### config.mk
export PLATFORM = sky130hd
export DESIGN_NAME = preemptive_priority_tick_scheduler
export DESIGN_NICKNAME = d
export VERILOG_FILES = /design/src/hdl/ppts_pkg.sv /design/src/hdl/preemptive_priority_tick_scheduler.sv
export SDC_FILE = /design/constraint.sdc
export NUM_CORES = 1
export LEC_CHECK = 0
export BUFFER_PORTS_ARGS = -buffer_cell sky130_fd_sc_hd__buf_4
export CORE_MARGIN = 2
export CORE_UTILIZATION = 65
export CTS_BUF_LIST = sky130_fd_sc_hd__clkbuf_8
export DETAILED_ROUTE_END_ITERATION = 8
export PLACE_DENSITY = 0.82
export SYNTH_ARGS = -nofsm -noshare
export SYNTH_HDL_FRONTEND = slang
export SYNTH_SLANG_ARGS = --single-unit
export TNS_END_PERCENT = 20
### constraint.sdc
create_clock -name clk -period 10.3 [get_ports clk]
set_input_delay 3.09 -clock clk [delete_from_list [all_inputs] [get_ports clk]]
set_output_delay 3.09 -clock clk [all_outputs]
set_load 0.02 [all_outputs]
### src/hdl/ppts_pkg.sv
// ----------------------------------------------------------------------------
// ppts_pkg
// Shared types and constants for the preemptive priority tick scheduler.
// ----------------------------------------------------------------------------
package ppts_pkg;

  localparam int NUM_SLOTS   = 16;
  localparam int SLOT_BITS   = $clog2(NUM_SLOTS);
  localparam int COUNT_BITS  = $clog2(NUM_SLOTS + 1);
  localparam int PRIO_BITS   = 8;
  localparam int IDENT_BITS  = 8;
  localparam int ARRIVE_BITS = 16;
  localparam int BURST_BITS  = 16;
  localparam int TIME_BITS   = 24;

  localparam int IN_DATA_BITS  = 48;
  localparam int OUT_DATA_BITS = 56;
  localparam int OUT_USER_BITS = 3;

  localparam logic [TIME_BITS-1:0] TIME_MAX = '1;

  // tuser value on the input side
  localparam logic MODE_LOAD = 1'b0;
  localparam logic MODE_TICK = 1'b1;

  typedef struct packed {
    logic [IDENT_BITS-1:0]  ident;
    logic [PRIO_BITS-1:0]   prio;
    logic [ARRIVE_BITS-1:0] arrival;
    logic [BURST_BITS-1:0]  burst;
  } slot_info_t;

  typedef enum logic [4:0] {
    ST_IDLE   = 5'b00001,
    ST_SCAN   = 5'b00010,
    ST_LAST   = 5'b00100,
    ST_UPDATE = 5'b01000,
    ST_REPORT = 5'b10000
  } sched_state_t;

endpackage

### src/hdl/preemptive_priority_tick_scheduler.sv
// ----------------------------------------------------------------------------
// preemptive_priority_tick_scheduler
// Process table with a one-slot-per-cycle priority scan for each time tick.
// ----------------------------------------------------------------------------
// Input stream: tuser is the mode (0 load, 1 tick); tdata carries the process
// entry for a load. A load is written straight into the table in the cycle
// of its transfer and gives no result, and the block stays ready; a load on
// a full table is dropped. A tick walks the loaded slots through a single
// comparator, one slot per cycle from the table memory, then updates the
// chosen slot and builds the result. The scan, last-compare, update and
// report steps lie between the tick transfer and the output register; an
// empty table skips the scan and last-compare steps.
// The input is not ready while a tick is being worked on.
// The output register holds a result until it is taken; loads are still
// accepted meanwhile, and a following tick waits in its report step until
// the earlier result has gone.
// Reset clears time, counts, the sequencer and the output valid; the table
// memory is not cleared, as only slots below the load count are read.
// ----------------------------------------------------------------------------
module preemptive_priority_tick_scheduler (
  input  logic                                 clk,
  input  logic                                 rst,
  input  logic                                 s_tvalid,
  output logic                                 s_tready,
  // [7:0] proc_ident, [23:8] arrival_time, [39:24] burst_time,
  // [47:40] prio_level
  input  logic [ppts_pkg::IN_DATA_BITS-1:0]    s_tdata,
  // [0] mode
  input  logic                                 s_tuser,
  output logic                                 m_tvalid,
  input  logic                                 m_tready,
  // [7:0] running_ident, [31:8] turnaround, [55:32] wait_time
  output logic [ppts_pkg::OUT_DATA_BITS-1:0]   m_tdata,
  // [0] idle, [1] finished, [2] all_done
  output logic [ppts_pkg::OUT_USER_BITS-1:0]   m_tuser
);
  import ppts_pkg::*;

  sched_state_t state;

  slot_info_t            info_mem [NUM_SLOTS];
  logic [BURST_BITS-1:0] rem_mem  [NUM_SLOTS];
  slot_info_t            info_q;
  logic [BURST_BITS-1:0] rem_q;

  logic [TIME_BITS-1:0]  cur_time;
  logic [COUNT_BITS-1:0] loaded_count;
  logic [COUNT_BITS-1:0] finished_count;

  logic [SLOT_BITS-1:0]  idx;
  logic [SLOT_BITS-1:0]  pend_idx;
  logic                  pend;

  logic                  best_valid;
  logic [SLOT_BITS-1:0]  best_idx;
  slot_info_t            best_info;
  logic [BURST_BITS-1:0] best_rem;

  logic                  fin;
  logic [TIME_BITS-1:0]  tat;

  logic                  in_xfer;
  logic                  do_load;
  logic                  eligible;
  logic                  better;
  logic [BURST_BITS-1:0] rem_new;
  logic [TIME_BITS-1:0]  time_next;
  logic [TIME_BITS-1:0]  wait_calc;
  logic                  out_free;

  logic                  rem_we;
  logic [SLOT_BITS-1:0]  rem_waddr;
  logic [BURST_BITS-1:0] rem_wdata;
  slot_info_t            load_info;

  assign s_tready = (state == ST_IDLE);
  assign in_xfer  = s_tvalid && s_tready;
  assign do_load  = in_xfer && (s_tuser == MODE_LOAD) &&
                    (loaded_count != COUNT_BITS'(NUM_SLOTS));
  assign out_free = !m_tvalid || m_tready;

  always_comb begin
    load_info.ident   = s_tdata[7:0];
    load_info.arrival = s_tdata[23:8];
    load_info.burst   = s_tdata[39:24];
    load_info.prio    = s_tdata[40 +: PRIO_BITS];
  end

  // comparator for the slot whose data has just come out of the table
  always_comb begin
    eligible = (rem_q != '0) && ({{(TIME_BITS-ARRIVE_BITS){1'b0}}, info_q.arrival} <= cur_time);
    better   = !best_valid || (info_q.prio < best_info.prio) ||
               ((info_q.prio == best_info.prio) && (info_q.arrival < best_info.arrival));
  end

  assign rem_new   = best_rem - BURST_BITS'(1);
  assign time_next = (cur_time == TIME_MAX) ? cur_time : cur_time + TIME_BITS'(1);
  assign wait_calc = (tat >= {{(TIME_BITS-BURST_BITS){1'b0}}, best_info.burst}) ?
                     tat - {{(TIME_BITS-BURST_BITS){1'b0}}, best_info.burst} : '0;

  always_comb begin
    rem_we    = 1'b0;
    rem_waddr = loaded_count[SLOT_BITS-1:0];
    rem_wdata = load_info.burst;
    if (do_load) begin
      rem_we = 1'b1;
    end else if (state == ST_UPDATE && best_valid) begin
      rem_we    = 1'b1;
      rem_waddr = best_idx;
      rem_wdata = rem_new;
    end
  end

  // table memory, registered read at the scan index
  always_ff @(posedge clk) begin
    if (do_load) begin
      info_mem[loaded_count[SLOT_BITS-1:0]] <= load_info;
    end
    if (rem_we) begin
      rem_mem[rem_waddr] <= rem_wdata;
    end
    info_q <= info_mem[idx];
    rem_q  <= rem_mem[idx];
  end

  always_ff @(posedge clk) begin
    if (rst) begin
      state          <= ST_IDLE;
      cur_time       <= '0;
      loaded_count   <= '0;
      finished_count <= '0;
      m_tvalid       <= 1'b0;
      pend           <= 1'b0;
      best_valid     <= 1'b0;
      idx            <= '0;
    end else begin
      // the report step drives the output valid itself
      if (m_tvalid && m_tready && state != ST_REPORT) begin
        m_tvalid <= 1'b0;
      end
      case (state)
        ST_IDLE: begin
          if (do_load) begin
            loaded_count <= loaded_count + COUNT_BITS'(1);
            if (load_info.burst == '0) begin
              finished_count <= finished_count + COUNT_BITS'(1);
            end
          end
          if (in_xfer && s_tuser == MODE_TICK) begin
            idx        <= '0;
            pend       <= 1'b0;
            best_valid <= 1'b0;
            state      <= (loaded_count == '0) ? ST_UPDATE : ST_SCAN;
          end
        end
        ST_SCAN: begin
          pend     <= 1'b1;
          pend_idx <= idx;
          if (pend && eligible && better) begin
            best_valid <= 1'b1;
            best_idx   <= pend_idx;
            best_info  <= info_q;
            best_rem   <= rem_q;
          end
          if ({1'b0, idx} == loaded_count - COUNT_BITS'(1)) begin
            state <= ST_LAST;
          end else begin
            idx <= idx + SLOT_BITS'(1);
          end
        end
        ST_LAST: begin
          if (eligible && better) begin
            best_valid <= 1'b1;
            best_idx   <= pend_idx;
            best_info  <= info_q;
            best_rem   <= rem_q;
          end
          state <= ST_UPDATE;
        end
        ST_UPDATE: begin
          cur_time <= time_next;
          fin      <= best_valid && (rem_new == '0);
          tat      <= time_next - {{(TIME_BITS-ARRIVE_BITS){1'b0}}, best_info.arrival};
          if (best_valid && rem_new == '0) begin
            finished_count <= finished_count + COUNT_BITS'(1);
          end
          state <= ST_REPORT;
        end
        ST_REPORT: begin
          if (out_free) begin
            m_tvalid      <= 1'b1;
            m_tdata[7:0]  <= best_valid ? best_info.ident : '0;
            m_tdata[31:8] <= fin ? tat : '0;
            m_tdata[55:32] <= fin ? wait_calc : '0;
            m_tuser[0]    <= !best_valid;
            m_tuser[1]    <= fin;
            m_tuser[2]    <= (finished_count == loaded_count);
            idx           <= '0;
            state         <= ST_IDLE;
          end
        end
        default: begin
          state <= ST_IDLE;
        end
      endcase
    end
  end

endmodule
# Word level (Yosys, flattened, before mapping)
# Memory sizes are Yosys's and may differ from the RTL's. A register that Yosys moved wholly into a read port is not among the register bits.
# Cells that the tools add are included.
# word_totals
elab_cells	136
inputBits	53
reg_bits	202
n_memories	2
ramBits	1024
# mem_list
name	words	word_bits	rd	rd_ports_with_merged_regs	write_ports	line	text
info_mem	16	48	1	1	1	preemptive_priority_tick_scheduler.sv:41	slot_info_t info_mem [NUM_SLOTS];
rem_mem	16	16	1	1	1	preemptive_priority_tick_scheduler.sv:42	logic [BURST_BITS-1:0] rem_mem [NUM_SLOTS];
# op_classes
n_mux	41
add_sub_neg	8
bitwise_logic	2
n_eq_ne	20
n_lt_le_gt_ge	4
reduce_logical	38
# op_table
op	n
$mux 48	2
$pmux 48 s2	1
$mux 16	4
$sub 24x16->24	2
$logic_not 16->1	2
$mux 4	8
$pmux 16 s2	1
$mux 5	6
$pmux 5 s5	1
$add 24x1->24 const B	1
$eq 24x24->1 const B	1
$ge 24x16->1	1
$le 16x24->1	1
$mux 24	1
$lt 16x16->1	1
$reduce_and 4->1	4
$reduce_bool 16->1	1
$sub 16x1->16 const B	1
$logic_and 1x1->1	13
$mux 1	12
$pmux 4 s3	1
$add 5x1->5 const B	2
$ne 2x2->1 const B	5
$ne 5x5->1 const B	2
other kinds (24)	39

# Depth between registers and ports, before layout
# Gate-level depths: netlist of the first run.
# logic_depth
ltp_word	7
mapped_depth	18
ltp_nobuf	16

# Worst setup path after synthesis of the first run
# No wires, ideal clock.
# synth_timing
kind	input to register
startpoint	input port rst
endpoint	register best_idx[0], enable pin
cell_stages	3
t_arrival_ps	8202
path_buffers	2
setup_time_ps	578
setup_slack_ps	1520
t_required_ps	9722
cell_sequence	bufbuf_16 clkbuf_1 nor3_1
# synth_via
elab_chain_len	2
# synth_rtl
item	line	text
start: declaration	preemptive_priority_tick_scheduler.sv:22	input logic rst,
$not 1->1 (no source line)	n/a	
$reduce_and 4->1 (no source line)	n/a	
end signal: assignment	preemptive_priority_tick_scheduler.sv:161	best_idx <= pend_idx;
end signal: assignment	preemptive_priority_tick_scheduler.sv:174	best_idx <= pend_idx;
end: declaration	preemptive_priority_tick_scheduler.sv:55	logic [SLOT_BITS-1:0] best_idx;
# No other way between the ends.
# A chain may end at the register's enable or synchronous reset.

# Worst setup path in the final report of the first run
# layout_timing
startpoint	register state[4]
endpoint	output port s_tready
# layout_via
elab_chain_len	1
# layout_rtl
item	line	text
start: declaration	preemptive_priority_tick_scheduler.sv:39	sched_state_t state;
start signal: assignment	preemptive_priority_tick_scheduler.sv:153	state <= (loaded_count == '0) ? ST_UPDATE : ST_SCAN;
$eq 5x1->1	preemptive_priority_tick_scheduler.sv:76	assign s_tready = (state == ST_IDLE);
end: declaration	preemptive_priority_tick_scheduler.sv:24	output logic s_tready,
# No other way between the ends.

==> metrics.cfg, run 1 <==
[layout]
design_area_mm2=0.0571
layoutNonFillerInstCount=4071
fillers=4157
num-nets-final=3000
final_layout_size_suffix_gt1_share_pct=26.1
area_growth_pct=11.4

[route]
drcViolationCount=0
via_per_inst=6.40
dr.first_iter.drc_count=2988
wirelength_um=112000
detail-route-antenna-nets=0
detailroute.via_count=26100
detailedRoute.firstPassIterationCount=5
avgRoutedWirePerCell_um=27.4

[logic_synthesis]
register_bit_total_from_synthesis=1290
syn_area_mm2=0.0513
synth_simple_gate_area_share_pct=4.23
synth-adder-area-share_pct=2.06
share_of_async_settable_or_async_resettable_flops_after_synthesis_pct=0
synth.net_count=2761
synth_compound_gate_area_share_pct=2.71
instance_count_of_the_mapped_netlist=2625
leading_cell_types_by_count_after_synthesis=1180 x sky130_fd_sc_hd__edfxtp_1, 320 x sky130_fd_sc_hd__mux4_2, 142 x sky130_fd_sc_hd__nor2_1
synth_area_leader_cell=sky130_fd_sc_hd__edfxtp_1
synth_top_flop_cell=sky130_fd_sc_hd__edfxtp_1
multiplexer_area_fraction_after_synthesis_pct=14.3
syn_avg_cell_area_um2=19.5
synth.area.top_cells=sky130_fd_sc_hd__edfxtp_1 69%, sky130_fd_sc_hd__mux4_2 14%, sky130_fd_sc_hd__dfxtp_1 4.3%
yosys_warnings=0
synth_xor_area_share_pct=1.71
synth_top_family_by_area=multiplexers
yosys.cell_count.top_type=sky130_fd_sc_hd__edfxtp_1
synth.yosys.seq_area_share_pct=73.4
synth_edf_count=1180
synth.lib_cells_used.distinct=88
yosysTopAreaCellShare_pct=69.1

[setup_path]
timing.reg2reg.worst_path_depth=17
worstReg2RegEnd=tat[20]$_DFFE_PP_
timing.setup.critical_path_class=reg -> out
timing.critical_path.required_ns=7.21
origin_of_the_critical_flop_to_flop_path=cur_time[0]$_SDFFE_PP0N_
startpoint_type=flop
path_max_fanout=7
cp-end-kind=output pin
worst_ep_arrival_time_ns=2.07
worst-r2r-setup-slack_ns=5.31

[clock_tree]
ctsLongestPathBuffers=3
postCtsSetupRepairBufs=0
tritoncts_clock_tree=yes
cts.sink_count=1290
cts_htree_levels=4
root_buffer=sky130_fd_sc_hd__clkbuf_8
cts_hold_buf=0
clk_latency_ns=0.86
numCtsBuffers=189
path_clk_slew_ns=0.06
post_cts_resized=0

[floorplanning]
floorplan.initialDensity_pct=66.0
fp.dieH_um=285
coreArea_mm2=0.0777
boundaryPins=114
die_x_um=285
total_die_area_mm2=0.0811
floorplan.rows=102

[power_and_ir_drop]
p_leak_nw=18.6
ir_worst_vdd_mv=0.144
powerDensity_mw_per_mm2=182

[sta]
period_minus_slack_ns=5.16
clock.fmax_ghz=0.194
setup_viol=0
final_min_period_over_clock_period_pct=50.1
finalHoldViolations=0
worst-slew-pin-transition_ns=1.39
slew_headroom_pct=7.07
finalClockSkew_ns=0.0433
whs_ns=0.404
rsz0062_at_grt=false
final.setup.tns_ns=0
final-max-slew-violation-count=0

[worst_hold_path]
hold-path-endpoint=best_info[13]$_DFFE_PP_
whs_path_depth=0
worstHoldPathType=reg -> reg
hold_path.startpoint=info_q[13]$_DFF_P_

[global_routing]
first_pass_grt_wire_length_um=168000
grt_antenna_before_repair=7
grt_start_max_net_pins=159
grt_util_all_layers_pct=28.2
grt_overflow_total=0
first_global_vias=26900

[place]
dp.cells=3713
place.port_buffers=113
gp_routability_congestion=0.888
dp_hpwl_um=65800
placedInstanceArea_mm2=0.0534

[run]
max-cap-violations=0

[outcome]
outcome=finished clean

[final cells by class]
type                    count  area (um^2)  share of cell area, %
clock buffers             211         2900                   5.08
multi-input cells        1141        12900                   22.6
diodes                      3         7.51                 0.0131
repair buffers            162         1240                   2.17
clock inverters           144          787                   1.38
inverters                  80          300                  0.526
flip-flops and latches   1290        37700                   65.9
well taps                1040         1300                   2.28
[worst max-delay path: stages, from the launching register on]
cell and delay, ns:
sky130_fd_sc_hd__dfxtp_1 0.36, sky130_fd_sc_hd__nor3_1 0.25, sky130_fd_sc_hd__nand3b_1 0.18, sky130_fd_sc_hd__inv_1 0.23, sky130_fd_sc_hd__buf_4 0.19
[cells in the final DEF, fill, tap and decap left out, types with 9 or more instances in the layout]
cell and n:
sky130_fd_sc_hd__a21o_1 18, sky130_fd_sc_hd__and2_1 30, sky130_fd_sc_hd__xnor2_1 74, sky130_fd_sc_hd__clkbuf_8 211, sky130_fd_sc_hd__nand2_1 58, sky130_fd_sc_hd__inv_1 150, sky130_fd_sc_hd__edfxtp_1 1180, sky130_fd_sc_hd__nor2b_1 13
sky130_fd_sc_hd__clkinv_1 35, sky130_fd_sc_hd__or3_1 11, sky130_fd_sc_hd__nand4_1 20, sky130_fd_sc_hd__and3_1 10, sky130_fd_sc_hd__nand2b_1 11, sky130_fd_sc_hd__nor2_1 125, sky130_fd_sc_hd__nor4_1 18, sky130_fd_sc_hd__a31oi_1 12
sky130_fd_sc_hd__clkinv_2 20, sky130_fd_sc_hd__nand3_1 27, sky130_fd_sc_hd__mux4_2 320, sky130_fd_sc_hd__dfxtp_1 106, sky130_fd_sc_hd__a211oi_1 13, sky130_fd_sc_hd__nor3_1 35, sky130_fd_sc_hd__o21ai_1 9, sky130_fd_sc_hd__nor2_4 16
sky130_fd_sc_hd__xor2_1 26, sky130_fd_sc_hd__buf_4 160, sky130_fd_sc_hd__o21a_1 13, sky130_fd_sc_hd__ha_1 81, sky130_fd_sc_hd__o21ai_0 47, sky130_fd_sc_hd__a21oi_1 44
[sequential cells by signal, indices dropped and copies added, names as in the netlist]
name / cells
pend: 1
pend_idx: 4
finished_count: 5
m_tuser: 3
state: 5
rem_mem: 256
fin: 1
idx: 4
rem_q: 16
best_valid: 1
info_q: 48
best_info: 48
info_mem: 768
tat: 24
m_tvalid: 1
cur_time: 24
best_idx: 4
m_tdata: 56
best_rem: 16
loaded_count: 5
[metrics by stage]
step	worst slack (ns)	power, mW	util (%)
floorplan	1.52	6.34	-
global placement	4.48	6.55	68.7
detailed placement	4.36	6.58	68.7
CTS	5.05	10.5	73.5
global route	5.00	10.7	73.5
finish	5.14	10.4	73.5
[logic make-up after synthesis]
group | Yosys count
compound gates | 208
xor+xnor | 100
fa+ha+maj | 83
buf+inv | 194
flops | 1290
mux | 330
simple gates | 420
[how the worst max path moves through the flow]
stage	start	endpoint	slack [ns]	cells past startpoint
detailed placement	s_tuser	loaded_count[4]$_SDFFE_PP0P_	4.36	7
floorplan	rst	best_idx[0]$_DFFE_PP_	1.52	3
global route	state[4]$_SDFFE_PP0P_	s_tready	5.00	4
finish	state[4]$_SDFFE_PP0P_	s_tready	5.14	4
global placement	s_tuser	loaded_count[4]$_SDFFE_PP0P_	4.48	7
CTS	state[4]$_SDFFE_PP0P_	s_tready	5.05	4
[per-layer routing]
metal	track usage, %	vias up	share of wire, %
met5	0	-	0.041
met4	10.2	6	3.0
met3	5.45	237	8.7
met2	46.0	1386	50
met1	38.6	13300	38
li1	-	11200	-
[power breakdown]
group | switching (mW) | internal, mW
clock network | 1.95 | 1.98
logic | 0.346 | 0.221
registers | 0.0705 | 5.85
Power figures use the tool's default switching activity.
==> inputs of run 2 (changes only) <==
Settings changed: CORE_UTILIZATION 65 to 58, PLACE_DENSITY 0.82 to 0.78.
Clock period 10.3 ns to 4.5 ns, I/O delays scaled along.
==> metrics.cfg, run 2 (synthesized netlist as in run 1, its figures left out) <==
[setup_path]
startpoint_type=flop
worst_ep_arrival_time_ns=4.84  ; +2.77 ns
crit_slowest_cell=sky130_fd_sc_hd__or4_4
path_max_fanout=5  ; -2
timing.critical_path.required_ns=5.05  ; -2.16 ns
timing.setup.critical_path_class=reg -> reg
path_buf_inv=3  ; +1
crit_path_launch=cur_time[6]$_SDFFE_PP0N_
origin_of_the_critical_flop_to_flop_path=cur_time[6]$_SDFFE_PP0N_
worst_path_cell_trace=nand4_2, or4_4, nor4_2, buf_4, xor2_1, ha_1, inv_1, fa_1, a211o_1, a21oi_2, o311ai_1, a41o_1, a21oi_2, buf_4, nand3_1, xor2_1
critPathMaxStageDelay_ns=0.53  ; +0.17 ns
cp-end-kind=flop
timing.critical_path.max_delay_family=compound AO/OA/AOI/OAI gates

[outcome]
outcome=finished clean

[sta]
clock.fmax_ghz=0.233
finalHoldViolations=0  ; unchanged
whs_ns=0.391  ; -0.0126 ns
worst-slew-pin-transition_ns=1.35  ; -0.0420 ns
slew_headroom_pct=9.89  ; +2.8 points
period_minus_slack_ns=4.28
final-max-slew-violation-count=0  ; unchanged
setup_viol=0  ; unchanged
finalClockSkew_ns=0.0415  ; -0.00174 ns
rsz0062_at_grt=false
final_min_period_over_clock_period_pct=95.2

[clock_tree]
cts.sink_count=1290  ; unchanged
clk_latency_ns=0.84  ; -0.02 ns
cts_htree_levels=4  ; unchanged
numCtsBuffers=191  ; +1.1%
tritoncts_clock_tree=yes
cts_hold_buf=0  ; unchanged
root_buffer=sky130_fd_sc_hd__clkbuf_8
ctsLongestPathBuffers=3  ; unchanged
path_clk_slew_ns=0.07  ; about the same

[route]
dr.first_iter.drc_count=3136  ; +5.0%
detailroute.via_count=26300  ; +0.78%
detailedRoute.firstPassIterationCount=7  ; +2
via_per_inst=6.21  ; -3.0%
avgRoutedWirePerCell_um=26.5  ; -3.3%
drcViolationCount=0  ; unchanged
wirelength_um=112000  ; +0.48%
detail-route-antenna-nets=0  ; unchanged

[layout]
final_common_cell=sky130_fd_sc_hd__edfxtp_1
mostFrequentLayoutCells=1180 x sky130_fd_sc_hd__edfxtp_1, 320 x sky130_fd_sc_hd__mux4_2, 217 x sky130_fd_sc_hd__clkbuf_8
area.sequential_mm2=0.0377  ; about the same
area_growth_pct=13.0
multi_input_area_mm2=0.0130  ; +0.30%
num-nets-final=3040  ; +1.3%
number_of_flip_flops_under_the_largest_register_name=768  ; unchanged
fillers=5535  ; +33%
final_layout_size_suffix_gt1_share_pct=27.4  ; +1.3 points
postLayoutCoreUtil_pct=65.8  ; -7.7 points

[worst_hold_path]
worstHoldPathType=reg -> reg
hold_path.startpoint=info_q[44]$_DFF_P_

[global_routing]
grt_overflow_total=0  ; unchanged
first_global_vias=26800  ; -0.29%
first_pass_grt_wire_length_um=168000  ; about the same
grt_start_max_net_pins=87  ; -45%
grt_antenna_before_repair=6  ; -1
grt_util_all_layers_pct=25.2  ; -2.9 points

[floorplanning]
boundaryPins=114  ; unchanged
fp.dieH_um=301  ; +5.8%
die_x_um=301  ; +5.8%
total_die_area_mm2=0.0908  ; +12%
floorplan.initialDensity_pct=58.3  ; -7.7 points
coreArea_mm2=0.0880  ; +13%
floorplan.rows=109  ; +6.9%

[place]
gp_routability_congestion=0.913  ; +2.8%
place.port_buffers=113  ; unchanged
dp_hpwl_um=64000  ; -2.7%

[power_and_ir_drop]
total_power_mw=23.9  ; +130%
powerDensity_mw_per_mm2=412  ; +130%
ir_worst_vdd_mv=0.332  ; +130%
p_leak_nw=18.9  ; +1.5%

[run]
max-cap-violations=0  ; unchanged

## run 2: final cells by class
type / count / area share, %
Inverter: 80 / 0.519
Timing Repair Buffer: 200 / 3.09
Sequential cell: 1290 / 65.0
Multi-Input combinational cell: 1141 / 22.4
Tap cell: 1165 / 2.52
Antenna cell: 3 / 0.0130
Clock inverter: 133 / 1.27
Clock buffer: 217 / 5.16
## run 2: timing repair
action / 4_1_cts / 5_1_grt
pin swaps: 0 / 1
resized for setup: 1 / 7
endpoints found under the hold margin: 0 / 0
buffers inserted: 2 / 1
setup endpoints to repair: 3 / 8
## run 2: worst paths after layout
kind                              to  slack, ns  depth (start not counted)
min          best_info[44]$_DFFE_PP_       0.39                          0
max reg2reg        tat[22]$_DFFE_PP_       0.22                         16
max                tat[22]$_DFFE_PP_       0.22                         16
min reg2reg  best_info[44]$_DFFE_PP_       0.39                          0
## run 2: layer usage
layer | wire [um] | up-vias | share of wire [%] | global-route usage (%)
met1 | 43600 | 13500 | 39 | 34.6
met3 | 10100 | 211 | 9.0 | 5.26
met2 | 55300 | 1343 | 49 | 40.7
li1 | - | 11200 | - | -
met5 | 35 | - | 0.031 | 0
met4 | 3090 | 6 | 2.8 | 8.94
## run 2: power breakdown
group | internal, mW | total (mW) | switching, mW
Clock | 4.70 | 9.06 | 4.36
Sequential | 13.4 | 13.5 | 0.159
Combinational | 0.529 | 1.28 | 0.750
## run 2: through the flow
stage	cell area (um^2)	std cells	worst slack [ns]	setup TNS [ns]
global placement	54100	3873	0.104	0
global route	57900	4229	0.00712	0
CTS	57900	4225	0.00112	0
floorplan	51300	2625	-0.118	-46.73
finish	57900	4229	0.217	0
detailed placement	54100	3873	-0.104	-0.205
